==> src/design/som_pkg.sv <==
`timescale 1ns / 1ps
package som_pkg;

    localparam int UNIT_W   = 8;
    localparam int ATTR_W   = 16;
    localparam int ATTR_MAX = 3;
    localparam int WORD_W   = ATTR_W * ATTR_MAX;
    localparam int DEPTH    = 256;
    localparam int SCALE_W  = 24;
    localparam int LR_W     = 16;
    localparam int DIST_W   = 34;
    localparam int COORD_W  = 4;
    localparam int CMD_W    = 2;
    localparam int MUL_W    = 25;
    localparam int PROD_W   = 2 * MUL_W;
    localparam int EXP_N    = 256;

    localparam int MAP_DIMS_DEF  = 2;
    localparam int MAP_WIDTH_DEF = 16;
    localparam int ATTRS_DEF     = 3;

    localparam logic [LR_W-1:0] LR_RESET = 16'd7864;

    localparam logic [CMD_W-1:0] CMD_LOAD  = 2'd0;
    localparam logic [CMD_W-1:0] CMD_TRAIN = 2'd1;
    localparam logic [CMD_W-1:0] CMD_QUERY = 2'd2;

    localparam logic [63:0] EXP_STEP = 64'd4034748382;

    typedef logic [EXP_N-1:0][15:0] t_exp_tab;
    typedef logic [WORD_W-1:0] t_word;

    function automatic t_exp_tab build_exp_tab();
        t_exp_tab    tab;
        logic [63:0] r;
        logic [63:0] e;
        r = 64'd1 << 32;
        for (int i = 0; i < EXP_N; i++) begin
            e = (r + 64'd32768) >> 16;
            tab[i] = (e > 64'd65535) ? 16'hFFFF : e[15:0];
            r = (r * EXP_STEP + 64'h8000_0000) >> 32;
        end
        return tab;
    endfunction

    localparam t_exp_tab EXP_TAB = build_exp_tab();

endpackage

==> src/design/som_mul.sv <==
`timescale 1ns / 1ps
module som_mul (
    input  logic                               i_clk,
    input  logic signed [som_pkg::MUL_W-1:0]   i_a,
    input  logic signed [som_pkg::MUL_W-1:0]   i_b,
    output logic signed [som_pkg::PROD_W-1:0]  o_prod
);
    import som_pkg::*;

    logic signed [PROD_W-1:0] r_prod;

    always_ff @(posedge i_clk) begin
        r_prod <= i_a * i_b;
    end

    assign o_prod = r_prod;
endmodule

==> config.mk <==
export PLATFORM = sky130hd
export DESIGN_NAME = som_mul
export DESIGN_NICKNAME = d
export VERILOG_FILES = /design/src/design/som_pkg.sv /design/src/design/som_mul.sv
export SDC_FILE = /design/constraint.sdc
export NUM_CORES = 2
export LEC_CHECK = 0
export BUFFER_PORTS_ARGS = -buffer_cell sky130_fd_sc_hd__buf_4
export CORE_ASPECT_RATIO = 1.2
export CORE_UTILIZATION = 45
export DETAILED_ROUTE_END_ITERATION = 8
export GPL_TIMING_DRIVEN = 0
export SLEW_MARGIN = 25
export SYNTH_ARGS = -nofsm -noshare
export SYNTH_HDL_FRONTEND = slang
export SYNTH_SLANG_ARGS = --single-unit
==> constraint.sdc <==
create_clock -name i_clk -period 10.45 [get_ports i_clk]
set_input_delay 2.09 -clock i_clk [delete_from_list [all_inputs] [get_ports i_clk]]
set_output_delay 2.09 -clock i_clk [all_outputs]
set_load 0.01 [all_outputs]
# == Word level (Yosys, flattened, before mapping) ==
# Index checks and enable logic that the tools add are counted.
# word_totals
ff_bits,50
latch_bits,0
mem_bits_rw,0
mem_bits_ro,0
out_inout_bits,50
word_cells,2
mem_count,0
# classes
add_sub_neg,0
mul,1
div_mod_pow,0
n_lt_le_gt_ge,0
eq_ne,0
shifts,0
n_mux,0
bitwise_logic,0
reduce_logical,0
# op_table
op,n
multiplier 25 x 25 -> 50 bit,1

# == Longest topological paths before layout ==
# logic_depth
ltp_word,1
mapped_depth,26
mapped_depth_nobuf,25

# == Least setup slack after synthesis ==
# OpenSTA, ideal clock, no wires.
# synth_path
kind,input-to-reg
startpoint,in i_a[24] in the netlist's numbering
endpoint,"reg r_prod[47], in the netlist o_prod[47]"
t_arrival_ns,8.588
setup_slack_ns,1.741
path_stages,24
path_buffers,2
cell_sequence,clkbuf_1 -> nand2_1 -> inv_1 -> fa_1 -> inv_1 -> fa_1 -> inv_1 -> fa_1 -> fa_1 -> fa_1 -> fa_1 -> inv_1 -> fa_1 -> inv_1 -> ha_1 -> clkbuf_1 -> a21o_1 -> a21o_1 -> a21oi_1 -> o21bai_1 -> a2bb2oi_1 -> o41ai_2 -> o41a_1 -> xor2_1
# synth_via
elab_chain_cells,1
# synth_rtl
item,line,rtl
"start, declared",som_mul.sv:4,"input logic signed [som_pkg::MUL_W-1:0] i_a,"
multiplier 25 x 25 -> 50 bit,som_mul.sv:13,r_prod <= i_a * i_b;
"end signal, assigned",som_mul.sv:13,
"end, declared",som_mul.sv:10,logic signed [PROD_W-1:0] r_prod;
# Every way passes these cells.

# == Worst setup path in the final report ==
# layout_path
startpoint,in i_a[24] in the netlist's numbering
endpoint,"reg r_prod[49], in the netlist o_prod[49]"
# Same word-level chain as after synthesis.

==> results.md <==
- Synth top area cells: fa_1 55%, inv_1 11%, and2_1 8.3%
- Register area share after synthesis: 0.0417
- Final HPWL DP: around 64000 microns
- Routed WL: 73400 microns
- GP Congestion: ~1.0
- Largest net degree at the start of global routing: 17
- Post-Syn Area: roughly 0.024 sq mm
- Ant diodes: 0
- # H-tree levels: 2
- Worst Tran Pin Value: 0.935 ns
- Final hold viol count: 0
- Core area: ~0.053 sq mm
- First-pass GRT wire length: 113000 microns
- First-pass detailed-route iteration total: 6
- Status: complete, no violations
- Synth top area share: 0.548
- Io pins: 101
- Die area: around 0.054 sq mm
- Post-route ant nets: 0
- Asr flop ratio synth: 0
- Layout cells sized above 1: 0.0438
- CTS Buf Count: 5
- Grt total ovfl: 0
- Crit path kind: input pin to register
- Die H: approximately 260 microns
- WP data arrival: 10.17 ns
- Vias/cell: 5.15
- Clk sink count: 50
- Syn Nets: roughly 3400
- # fillers: about 5100
- Post-Synth XOR/XNOR Area: 0.0211
- Die outline width: 213 microns
- WP data required: around 11 ns
- Worst relative slew slack: 0.377
- Iter 0 DRT Violations: 973
- Hold WC Path Type: input pin to register
- Period minus WS final: 9.95 ns
- Largest fanout on the critical path: 10
- Post-synth EDFFs: 0
- Antenna violations before repair: 0
- Met2 Use GR: 0.497
- # Post-CTS Setup Buffers: 0
- #FFs+latches synth: 50
- CTS max path bufs: 2
- Synth area leader: fa_1
- Final TNS setup: 0 ns
- Grt peak-use layer: met2
- Total of max-cap violations: 0
- Post-Synth Simple-Gate Area: 0.150
- Average instance area after synthesis: around 9.4 sq um
- Critical Path Source Type: input pin
- Mean routed wirelength per cell: 21.7 microns
- Post-cts resize count: 0
- Fin. max-slew vios: 0
- Mux share of post-synthesis cell area: 0.000469
- Fin util: 0.491
- Worst-path clk slew: 0.08 ns
- FP Rows: 92
- Net count, final: 3519
- Final setup viols: 0
- Port Buffers: 100
- Synth Warn #: 0
- Main combinational cell family by area after synthesis: adder cells
- Hold Buf Count CTS: 0
- Yosys cell types: between 40 and 50
- Area delta synth->final: 7.50%
- Met1 Usage GRT: 0.337
- Met3 usage: 0.0317
- Synth Area in Compound Gates: 0.0394
- CTS root buf: clkbuf_16
- Synth Area in Adders: 0.622
- Most frequent cells in the layout: 699 x inv_1, 657 x fa_1, 320 x and2_1
- Vias after detailed routing: 17400
- Largest register FFs: 50
- Dominant synthesized flop cell: dfxtp_1
- Fin crit share: 0.952
- Cell count after synthesis: around 2600
- Vias in the first global route: 19200
- F_max: 101 MHz
- TritonCTS clock tree: built
- GR Util All Layers: 0.287
- CP Capture Type: register
- Commonest non-fill, non-tap cell in the layout: inv_1
- RSZ-0062 raised after global routing: false
- Starting density of the core: 0.457
- DRC viols: 0
==> stage by stage <==
step	area [sq um]	std cells	setup slack, ns	hold slack [ns]
finish	25800	3375	0.503	2.04
global route	25800	3375	0.193	2.04
CTS	25800	3375	0.400	2.03
detailed placement	25700	3367	0.0901	2.39
global placement	25700	3367	0.116	2.39
floorplan	24000	2562	1.74	2.22
==> synthesized netlist by cell type (all sizes together) (2+ instances only) <==
master,instances
a21boi,3
ha,141
a31oi,2
nand2,308
a211oi,3
a21oi,44
dfxtp,50
a41oi,2
o21bai,7
o21ai,26
a211o,3
nor2b,21
o21a,5
o211ai,2
o41ai,5
a21o,22
clkbuf,104
and2,320
xor2,19
xnor2,39
fa,658
nor3,6
nand3,6
nand4,8
inv,699
nor2,30
or3,2
nand2b,11
and3,2
==> cells by family (layout without fill, tap and decap cells) <==
group | Yosys count | after routing
XOR/XNOR | 58 | 58
multiplexers | 1 | 1
AO/OA/AOI/OAI | 137 | 137
flip-flops | 50 | 50
buffers and inverters | 803 | 911
AND/OR/NAND/NOR | 714 | 714
adder cells (fa/ha/maj) | 799 | 799
==> cell type report <==
type	count	area, sq um	share of cell area
multi-input combinational	1709	20000	0.775
inverter	699	2620	0.102
sequential	50	1000	0.0388
tap	705	882	0.0342
timing repair buffer	100	751	0.0291
buffer	104	390	0.0151
clock buffer	6	129	0.00499
clock inverter	2	37.5	0.00145
==> worst paths after layout <==
| check | cells after the start | slack (ns) | endpoint | startpoint |
|---|---|---|---|---|
| worst max-delay path | 23 | 0.50 | o_prod[49] | i_a[24] |
| worst min-delay path | 2 | 2.04 | o_prod[0] | i_a[0] |
==> critical path, cell delays in order <==
cell and delay (ns):
buf_4 0.18, clkbuf_1 0.38, nand2_1 0.26, inv_1 0.12, fa_1 0.70, inv_1 0.15
fa_1 0.80, inv_1 0.20, fa_1 0.91, inv_1 0.20, fa_1 0.53, fa_1 0.58
fa_1 0.45, fa_1 0.50, inv_1 0.04, ha_1 0.44, nand4_1 0.29, o21ai_0 0.39
nand3_1 0.17, a2bb2oi_1 0.19, o41ai_2 0.13, o221ai_1 0.27, xnor2_1 0.17
==> metal layers <==
| layer | vias to the layer above | share of wire |
|---|---|---|
| li1 | 7486 | - |
| met1 | 9035 | 0.36 |
| met2 | 664 | 0.51 |
| met3 | 212 | 0.054 |
| met4 | 0 | 0.076 |
| met5 | - | 0 |
Power is left out: the tool's default activity adds up to more than one toggle a clock period on the data nets, which glitch-free logic cannot reach.
